**src/wtsv_pkg.sv**
```systemverilog
// Package for the wavetable tone synth: opcodes, note step table and shared widths.
package wtsv_pkg;

	localparam int SampleW = 8;
	localparam int PhaseW  = 32;
	localparam int StepW   = 30;
	localparam int NoteW   = 4;
	localparam int OpW     = 2;
	localparam int CfgAddrW = 3;
	localparam int CfgDataW = 64;
	localparam int WaveWords = 4;

	// Opcodes of an input beat
	localparam logic [OpW-1:0] OP_TICK      = 2'd0;
	localparam logic [OpW-1:0] OP_PLAY      = 2'd1;
	localparam logic [OpW-1:0] OP_PLAY_NOTE = 2'd2;
	localparam logic [OpW-1:0] OP_STOP      = 2'd3;

	// Configuration register indexes
	localparam logic [CfgAddrW-1:0] REG_WAVE_0   = 3'd0;
	localparam logic [CfgAddrW-1:0] REG_WAVE_1   = 3'd1;
	localparam logic [CfgAddrW-1:0] REG_WAVE_2   = 3'd2;
	localparam logic [CfgAddrW-1:0] REG_WAVE_3   = 3'd3;
	localparam logic [CfgAddrW-1:0] REG_TARGET   = 3'd4;

	localparam logic [CfgDataW-1:0] WAVE_FILL    = 64'h8080_8080_8080_8080;
	localparam logic [SampleW-1:0]  MID_LEVEL    = 8'd128;
	localparam logic [SampleW-1:0]  TARGET_RESET = 8'd255;
	localparam logic [SampleW-1:0]  VOL_STEP     = 8'd8;
	localparam logic [SampleW-1:0]  VOL_STEP_MAX = 8'd247;
	localparam logic [StepW-1:0]    DEFAULT_STEP = 30'd140461537;

	typedef logic [StepW-1:0] step_t;

	// Octave 4 steps; octave 5 doubles them, unknown codes fall back to DO4
	function automatic step_t step_for_note(input logic [NoteW-1:0] note);
		step_t base;
		logic [2:0] deg;
		base = DEFAULT_STEP;
		deg  = (note < 4'd7) ? note[2:0] : 3'(note - 4'd7);
		case (deg)
			3'd0: base = 30'd140461537;
			3'd1: base = 30'd157657512;
			3'd2: base = 30'd176968759;
			3'd3: base = 30'd187491429;
			3'd4: base = 30'd210453398;
			3'd5: base = 30'd236223201;
			3'd6: base = 30'd265149806;
			default: base = DEFAULT_STEP;
		endcase
		if (note >= 4'd14) begin
			return DEFAULT_STEP;
		end
		if (note >= 4'd7) begin
			return {base[StepW-2:0], 1'b0};
		end
		return base;
	endfunction

endpackage

```
**src/wavetable_tone_synth_volume_ramp_core.sv**
```systemverilog
// Top level of the wavetable tone synth: command decode, oscillator state, output register.
// A tick or stop beat's sample is registered on the edge that accepts it and shows on m_tdata.
// The core takes one input beat per cycle; the single output register stalls the input
//   only while a sample waits and m_tready is low.
// Play beats and ticks while stopped update state only and produce no output beat.
// Reset (arst_n low, asynchronous): phase 0, step DO4, volume 0, stopped, wavetable
//   words 0x80 in every byte, target volume 255, no output beat pending.
module wavetable_tone_synth_volume_ramp_core
	import wtsv_pkg::*;
(
	input  logic                clk,
	input  logic                arst_n,
	// input stream
	input  logic                s_tvalid,
	output logic                s_tready,
	input  logic [7:0]          s_tdata,   // [3:0] note, [7:4] zero
	input  logic [OpW-1:0]      s_tuser,   // [1:0] opcode
	// output stream
	output logic                m_tvalid,
	input  logic                m_tready,
	output logic [SampleW-1:0]  m_tdata,   // [7:0] sample
	// configuration write port
	input  logic                cfg_wr_en,
	input  logic [CfgAddrW-1:0] cfg_addr,
	input  logic [CfgDataW-1:0] cfg_wdata
);

	logic [CfgDataW-1:0] wave_q [WaveWords];
	logic [SampleW-1:0]  target_q;
	logic [PhaseW-1:0]   phase_q;
	step_t               step_q;
	logic [SampleW-1:0]  volume_q;
	logic                playing_q;
	logic                m_tvalid_q;
	logic [SampleW-1:0]  sample_s1;

	logic                in_fire;
	logic [OpW-1:0]      opcode;
	logic [NoteW-1:0]    note;
	logic [SampleW-1:0]  raw;
	logic [CfgDataW-1:0] wave_word;
	logic [SampleW-1:0]  vol_next;
	logic [SampleW-1:0]  scaled;
	logic                emit;
	logic [SampleW-1:0]  result;

	assign opcode   = s_tuser;
	assign note     = s_tdata[NoteW-1:0];
	assign s_tready = ~m_tvalid_q | m_tready;
	assign in_fire  = s_tvalid & s_tready;
	assign m_tvalid = m_tvalid_q;
	assign m_tdata  = sample_s1;

	// Wavetable byte selected by the top five phase bits
	assign wave_word = wave_q[phase_q[PhaseW-1:PhaseW-2]];
	assign raw       = wave_word[{phase_q[PhaseW-3:PhaseW-5], 3'd0} +: SampleW];

	// Volume ramp toward the target, applied before scaling
	always_comb begin
		vol_next = volume_q;
		if (volume_q < target_q) begin
			vol_next = (volume_q <= VOL_STEP_MAX) ? 8'(volume_q + VOL_STEP) : target_q;
		end
	end

	wtsv_scale u_scale (
		.raw    (raw),
		.vol    (vol_next),
		.sample (scaled)
	);

	// Does this beat produce a sample, and which one
	always_comb begin
		emit   = 1'b0;
		result = MID_LEVEL;
		unique case (opcode)
			OP_TICK: begin
				emit   = playing_q;
				result = scaled;
			end
			OP_STOP: begin
				emit   = 1'b1;
				result = MID_LEVEL;
			end
			default: begin
				emit   = 1'b0;
				result = MID_LEVEL;
			end
		endcase
	end

	// Configuration registers
	always_ff @(posedge clk or negedge arst_n) begin
		if (!arst_n) begin
			for (int i = 0; i < WaveWords; i++) begin
				wave_q[i] <= WAVE_FILL;
			end
			target_q <= TARGET_RESET;
		end else if (cfg_wr_en) begin
			unique case (cfg_addr)
				REG_WAVE_0: wave_q[0] <= cfg_wdata;
				REG_WAVE_1: wave_q[1] <= cfg_wdata;
				REG_WAVE_2: wave_q[2] <= cfg_wdata;
				REG_WAVE_3: wave_q[3] <= cfg_wdata;
				REG_TARGET: target_q  <= cfg_wdata[SampleW-1:0];
				default: ;
			endcase
		end
	end

	// Oscillator state
	always_ff @(posedge clk or negedge arst_n) begin
		if (!arst_n) begin
			phase_q   <= '0;
			step_q    <= DEFAULT_STEP;
			volume_q  <= '0;
			playing_q <= 1'b0;
		end else if (in_fire) begin
			unique case (opcode)
				OP_TICK: begin
					if (playing_q) begin
						volume_q <= vol_next;
						phase_q  <= phase_q + {{(PhaseW-StepW){1'b0}}, step_q};
					end
				end
				OP_PLAY, OP_PLAY_NOTE: begin
					phase_q   <= '0;
					volume_q  <= '0;
					playing_q <= 1'b1;
					if (opcode == OP_PLAY_NOTE) begin
						step_q <= step_for_note(note);
					end
				end
				default: begin
					phase_q   <= '0;
					volume_q  <= '0;
					playing_q <= 1'b0;
				end
			endcase
		end
	end

	// Output register
	always_ff @(posedge clk or negedge arst_n) begin
		if (!arst_n) begin
			m_tvalid_q <= 1'b0;
		end else if (in_fire) begin
			m_tvalid_q <= emit;
		end else if (m_tready) begin
			m_tvalid_q <= 1'b0;
		end
	end

	always_ff @(posedge clk) begin
		if (in_fire && emit) begin
			sample_s1 <= result;
		end
	end

	// A stop beat leaves silence pending and the oscillator idle
	assert property (@(posedge clk) disable iff (!arst_n)
		in_fire && opcode == OP_STOP |=> m_tvalid && m_tdata == MID_LEVEL && !playing_q)
		else $error("stop did not produce silence");

	// A play beat restarts phase and volume
	assert property (@(posedge clk) disable iff (!arst_n)
		in_fire && (opcode == OP_PLAY || opcode == OP_PLAY_NOTE)
		|=> phase_q == '0 && volume_q == '0 && playing_q && !m_tvalid)
		else $error("play did not restart oscillator");

	// An output beat only appears after an input beat
	assert property (@(posedge clk) disable iff (!arst_n)
		$rose(m_tvalid) |-> $past(in_fire))
		else $error("output beat without input beat");

	// A tick while stopped changes nothing
	assert property (@(posedge clk) disable iff (!arst_n)
		in_fire && opcode == OP_TICK && !playing_q
		|=> $stable(phase_q) && $stable(volume_q) && !m_tvalid)
		else $error("tick while stopped changed state");

endmodule

```
**src/wtsv_scale.sv**
```systemverilog
// Volume scaler: centers a wavetable byte on 128 and scales it by volume/255.
module wtsv_scale
	import wtsv_pkg::*;
(
	input  logic [SampleW-1:0] raw,
	input  logic [SampleW-1:0] vol,
	output logic [SampleW-1:0] sample
);

	logic                 neg;
	logic [SampleW-1:0]   mag;
	logic [15:0]          prod;
	logic [16:0]          sum;
	logic [SampleW-1:0]   quot;

	// Magnitude of raw - 128 (0..128) and its sign
	assign neg = ~raw[SampleW-1];
	assign mag = neg ? 8'(MID_LEVEL - raw) : 8'(raw - MID_LEVEL);

	// Product below 32768, so floor(x/255) = (x + 1 + (x >> 8)) >> 8
	assign prod = {8'd0, mag} * {8'd0, vol};
	assign sum  = {1'b0, prod} + 17'd1 + {9'd0, prod[15:8]};
	assign quot = sum[15:8];

	// Truncation toward zero: apply the sign after dividing the magnitude
	assign sample = neg ? 8'(MID_LEVEL - quot) : 8'(MID_LEVEL + quot);

endmodule
```
**config.mk**
```make
export PLATFORM = sky130hd
export DESIGN_NAME = wavetable_tone_synth_volume_ramp_core
export DESIGN_NICKNAME = d
export VERILOG_FILES = /design/src/wtsv_pkg.sv /design/src/wavetable_tone_synth_volume_ramp_core.sv /design/src/wtsv_scale.sv
export SDC_FILE = /design/constraint.sdc
export NUM_CORES = 1
export LEC_CHECK = 0
export ABC_AREA = 0
export BUFFER_PORTS_ARGS = -buffer_cell sky130_fd_sc_hd__buf_2
export CAP_MARGIN = 40
export CORE_ASPECT_RATIO = 0.6
export CORE_UTILIZATION = 40
export CTS_BUF_LIST = sky130_fd_sc_hd__clkbuf_8
export DETAILED_ROUTE_END_ITERATION = 7
export PLACE_DENSITY_LB_ADDON = 0.05
export SYNTH_ARGS = -nofsm -noshare
export SYNTH_HDL_FRONTEND = slang
export SYNTH_SLANG_ARGS = --single-unit
export TNS_END_PERCENT = 20
```
**constraint.sdc**
```tcl
create_clock -name clk -period 12.41 [get_ports clk]
set_input_delay 1.8615 -clock clk [delete_from_list [all_inputs] [get_ports clk]]
set_output_delay 1.8615 -clock clk [all_outputs]
set_load 0.03 [all_outputs]
```
=== Word level (Yosys, flattened, before mapping) ===
Index checks and enable logic that the tools add are counted.

* Word-level logic and storage cells: 90
* Bits in registers: 344
* Input port bits: 82
* Output and inout bits: 10

* Shift operators: 1
* Bitwise gates (word level): 5
* Reductions and logical operators: 13
* Mux-type cells: 30
* Add/subtract/negate cells: 9
* Magnitude comparators: 6
* $mul: 1
* Eq/ne operators: 14

{| class="wikitable"
|+ Operators by type and width
! operator !! number
|-
| 27-bit one-hot mux with 6 select lines || 1
|-
| 64-bit binary-select mux with 2-bit select || 1
|-
| 64-bit two-way mux || 2
|-
| 30-bit two-way mux || 4
|-
| 32-bit two-way mux || 2
|-
| 64-bit by 7-bit variable part select with 8-bit output || 1
|-
| 8-bit two-way mux || 6
|-
| 32-bit by 30-bit adder with 32-bit output || 1
|-
| 16-bit by 1-bit adder with 16-bit output (second input constant) || 1
|-
| 16-bit by 8-bit adder with 16-bit output || 1
|-
| 8-bit by 8-bit multiplier with 16-bit output || 1
|-
| 8-bit subtractor (first input constant) || 2
|-
| 2-bit AND reduction || 7
|-
| 3-bit by 2-bit equality test with 1-bit output (second input constant) || 4
|-
| 3-bit equality test (second input constant) || 4
|-
| 1-bit two-way mux || 11
|-
| 8-bit by 4-bit adder with 8-bit output (second input constant) || 1
|-
| 8-bit adder (first input constant) || 1
|-
| 8-bit <= comparator (second input constant) || 1
|-
| 8-bit < comparator || 1
|-
| 8-bit subtractor (second input constant) || 1
|-
| 3-bit by 1-bit equality test with 1-bit output (second input constant) || 2
|-
| 2-bit equality test (second input constant) || 2
|-
| 4-bit by 3-bit >= comparator with 1-bit output (second input constant) || 1
|-
| other kinds (18) || 20
|}

=== Logic depth before layout (Yosys ltp) ===
* Depth in word-level cells: 12
* Gate-level depth with buffers: 42
* Gate-level depth less buffers: 39

=== By module ===
Synthesis repeated with hierarchy kept, for this count alone.

* Cell total of the unflattened synthesis: 1706
* Area, all modules: 20290.7 um2

{| class="wikitable"
|+ Modules (own cells, without submodules)
! module !! instances !! cells each !! area an instance (um2)
|-
| wavetable_tone_synth_volume_ramp_core || 1 || 1372 || 17523.1
|-
| wtsv_scale || 1 || 334 || 2767.7
|}

=== Worst setup path before layout ===
No wires, ideal clock.

* Kind: register to register
* Start: register phase_q[30]
* End: register sample_s1[6] (netlist: m_tdata[6]), data pin
* Stages on the path, launching flop included: 40
* Path buffers: 4
* Setup time: 0.266 ns
* Arrival: 9.266 ns
* Path slack: 2.878 ns
* Cell sequence: dfrtp_1 > clkbuf_1 > buf_2 > buf_2 > mux4_2 > mux4_2 > mux2_2 > clkbuf_1 > nor2_1 > xor2_1 > nor2_1 > fa_1 > inv_1 > fa_1 > inv_1 > fa_1 > inv_1 > fa_1 > [... 4 more ...] > a21boi_0 > a21o_1 > a21oi_1 > o21ai_0 > xor2_1 > ha_1 > nand2_1 > o41a_1 > nand3_1 > o31ai_4 > a22oi_1 > nand2_1 > xnor2_1 > ha_1 > inv_1 > a311o_1 > a21oi_1 > nor3b_2

* Word-level cells in the longest chain between the ends: 12

{| class="wikitable"
|+ Ends and longest elaborated chain
! what !! RTL line !! source
|-
| start: declaration || wavetable_tone_synth_volume_ramp_core.sv:30 || <nowiki>logic [PhaseW-1:0] phase_q;</nowiki>
|-
| start signal: assignment || wavetable_tone_synth_volume_ramp_core.sv:123 || <nowiki>phase_q <= phase_q + {{(PhaseW-StepW){1'b0}}, step_q};</nowiki>
|-
| 2-bit inverter with 3-bit output (not written as such) * || wavetable_tone_synth_volume_ramp_core.sv:55 || <nowiki>assign wave_word = wave_q[phase_q[PhaseW-1:PhaseW-2]];</nowiki>
|-
| 64-bit binary-select mux with 2-bit select * || wavetable_tone_synth_volume_ramp_core.sv:55 ||
|-
| 64-bit two-way mux (not written as such) * (2 in a row) || wavetable_tone_synth_volume_ramp_core.sv:55 ||
|-
| 64-bit by 7-bit variable part select with 8-bit output * || wavetable_tone_synth_volume_ramp_core.sv:56 || <nowiki>assign raw = wave_word[{phase_q[PhaseW-3:PhaseW-5], 3'd0} +: SampleW];</nowiki>
|-
| 8-bit subtractor || wtsv_scale.sv:18 || <nowiki>assign mag = neg ? 8'(MID_LEVEL - raw) : 8'(raw - MID_LEVEL);</nowiki>
|-
| 8-bit two-way mux || wtsv_scale.sv:18 ||
|-
| 8-bit by 8-bit multiplier with 16-bit output || wtsv_scale.sv:21 || <nowiki>assign prod = {8'd0, mag} * {8'd0, vol};</nowiki>
|-
| 16-bit by 1-bit adder with 16-bit output || wtsv_scale.sv:22 || <nowiki>assign sum = {1'b0, prod} + 17'd1 + {9'd0, prod[15:8]};</nowiki>
|-
| 16-bit by 8-bit adder with 16-bit output || wtsv_scale.sv:22 ||
|-
| 8-bit subtractor or 8-bit adder (tied branches) || wtsv_scale.sv:26 || <nowiki>assign sample = neg ? 8'(MID_LEVEL - quot) : 8'(MID_LEVEL + quot);</nowiki>
|-
| 8-bit two-way mux * || wtsv_scale.sv:26 ||
|-
| end signal: assignment || wavetable_tone_synth_volume_ramp_core.sv:156 || <nowiki>sample_s1 <= result;</nowiki>
|-
| end: declaration || wavetable_tone_synth_volume_ramp_core.sv:35 || <nowiki>logic [SampleW-1:0] sample_s1;</nowiki>
|}

Mark *: on every way between the ends. The rest lies on a longest branch, timed or not. The select of a mux whose other input is x is not followed.
A chain may end at the register's enable or synchronous reset.

=== Worst setup path after layout ===
* Start: register phase_q[31]
* End: register sample_s1[6] (netlist: m_tdata[6]), data pin

Same word-level chain as after synthesis.

==> metrics.txt <==
H-tree depth=2; Synth top area share=0.356; layout net count=1924; CP endpoint kind=flip-flop; Tcrit/Tclk final=0.864; net switching power=1.23 mW; Comb pwr share=0.312; Synth Flop Type=dfrtp_1; largest family of logic cells by synthesized area=multiplexers; Mapped Cells=roughly 1600; Setup violations, final=0; PwrDens=165 mW/mm2; cell area after synthesis=0.0198 mm2; Starting Density=0.410; pins over their slew limit=0; clk_lat worst skew=roughly 640 ps; status=complete, no violations; dpl ws=roughly 1700 ps; adder-cell share of the synthesized area=0.0919; Chip Height=174 um; Clock power frac=0.279; first-pass GRT wire length=78900 um; crit start category=flip-flop; sequential group share of total power=0.409; Reg clk slew, reported paths=60 ps; Seq/Total Area, Yosys=0.440; final antenna-violating net count=0; Slew @ Worst Pin=916 ps; drt total wl=48100 um; Congestion Overflow GR=0; clock skew=30.3 ps; synthesized area per cell=12.2 um2; Syn. warnings=0; via/cell ratio=5.45; Synth Area in Simple Gates=0.0753; number of global-route vias before repair=13400; async set-reset flop share out of synthesis=0.977; Lkg Pwr=9.65 nW; Longest Clk Path Bufs=3; worst relative slew slack=0.390; cell mode on critical path=inv_1; hold_buf cts=0; Peak VDD IR=0.0706 mV; synth top area cells=dfrtp_1, mux2_2, mux4_2; Port Buffers=87; DIE AREA=0.0503 mm2; post-synth cell types=77; leading area contributor after synthesis=dfrtp_1; I/O pins=92; crit path time final=between 10000 and 15000 ps; Compound-Gate Fraction of Synth Area=0.0894; TritonCTS Sinks=343; WP data required=12770 ps; HPWL after DPL=32900 um; post-CTS setup buffer count=0; Sw Ratio=0.336; Hold Fails Final Rpt=0; syn nets=1831; mux cell area share after synthesis=0.250; Core Area=between 0.04 and 0.05 mm2; Detailed Routing Iterations Pass 1=5; Wirelength per Cell=20.0 um; internal power=around 2.4 mW; initial antenna violation count=2; RSZ-0062 raised after global routing=false; Final Util=0.462; GR Util All Layers=0.199; crit path DAT=11080 ps; drt first-iter violations=803; Worst path slowest cell=dfrtp_4; number of max-cap violations=0; XOR/XNOR Fraction of Synth Area=0.0230; Seq cells post-synth=343; most common cell after layout, fill and taps aside=dfrtp_1; Crit Path Class=flip-flop to flip-flop; leading cell types in the layout, fill and taps excluded=dfrtp_1, mux2_2, nand2_1; worst min-delay path class=flip-flop to flip-flop; via count=13100; Die Wd=289 um; CTS tree=built; clock buffer count from CTS=55; # rows=62; ratio of cells with drive above 1 in the final layout=0.350; setup TNS=0 ps; achievable clock frequency=roughly 93 MHz; CP peak stage delay=800 ps; largest net degree at the start of global routing=169; clk root buf=clkbuf_8; final worst slack=1690 ps; DRC=0; Area Overhead vs Synth=12.7%; EDFF count, synth=8; CP max FO=36; gpl congestion=0.790; CTS resizes=0
## per-stage QoR
stage,area [um2],instances,total power [mW],hold WS [ps]
2_1_floorplan,19800,1626,2.32,450
3_3_place_gp,20900,2291,2.62,470
3_5_place_dp,21100,2302,2.65,481
4_1_cts,22300,2406,3.71,496
5_1_grt,22300,2406,3.93,507
6_report,22300,2408,3.66,488
## synthesized netlist by cell type (6+ instances only)
master    count
mux4_1        8
xnor2_1      29
o21a_1        6
nor2_1      102
a211oi_1     12
clkbuf_1     71
nor3_1       14
o21ai_0      79
a21o_1       21
or2_2        10
a21oi_1      61
mux2i_1      15
nand2_1     108
or2_1         8
dfrtp_1     281
a31oi_1      14
dfstp_2      54
fa_1         37
and2_1        7
inv_1        71
mux2_2      260
mux4_2       72
nand2b_1      6
xor2_1       23
o31ai_1       7
or3_1         9
and3_1       12
nand3_1      22
edfxtp_1      8
a22o_1        6
ha_1         86
## worst max-delay path, delay by kind of cell, from the launching register on
family / cells / cell delay [ps]
adders and majority gates: 7 / 2920
AOI/OAI and AO/OA: 10 / 2340
muxes: 3 / 1320
xor gates and xnor gates: 3 / 1290
buffers and inverters: 7 / 990
DFF: 1 / 800
and+or+nand+nor: 7 / 770
## layout make-up
type / count / area [um2]
Clock buffer: 73 / 1000
Sequential cell: 343 / 8700
Tap cell: 640 / 801
Antenna cell: 2 / 5.00
Multi-Input combinational cell: 1127 / 10500
Timing Repair Buffer: 118 / 833
Clock inverter: 31 / 153
Fill cell: 4459 / 26000
Inverter: 74 / 278
## power by group through the flow
stage / Sequential (mW) / Combinational [mW] / Clock, mW
finish: 1.50 / 1.14 / 1.02
CTS: 1.50 / 1.15 / 1.06
global route: 1.53 / 1.28 / 1.12
detailed placement: 1.51 / 1.14 / 0
global placement: 1.52 / 1.11 / 0
floorplan: 1.47 / 0.849 / 0
## worst paths after layout
check / start / endpoint / slack (ps) / cells past startpoint
max reg2reg: phase_q[31] / m_tdata[6] / 1690 / 37
max in group asynchronous: arst_n / wave_q[134] / 9660 / 2
max: phase_q[31] / m_tdata[6] / 1690 / 37
min reg2reg: phase_q[19] / phase_q[19] / 490 / 2
min: phase_q[19] / phase_q[19] / 490 / 2
min in group asynchronous: arst_n / wave_q[170] / 1250 / 1
## kinds of logic (layout without fill, tap and decap cells)
logic type                 count (synthesis)  after routing
adders and majority gates                123            123
xor gates and xnor gates                  52             52
AOI/OAI and AO/OA                        273            273
other                                      0              2
muxes                                    356            356
DFF                                      343            343
and+or+nand+nor                          323            323
buffers and inverters                    156            296
## flip-flops by register name, summed over array words and instances (netlist names)
register	count
volume_q	8
playing_q	1
m_tvalid	1
phase_q	32
step_q	29
wave_q	256
m_tdata	8
target_q	8
## per-layer routing
metal | share of wire | wire, um | GRT usage | vias up
met1 | 0.54 | 25700 | 0.326 | 6698
met4 | 0.015 | 697 | 0.0346 | 0
met2 | 0.41 | 19600 | 0.276 | 213
li1 | - | - | - | 6146
met5 | 0 | 0 | 0 | -
met3 | 0.042 | 2010 | 0.0314 | 62
(Power assumes the default switching activity.)
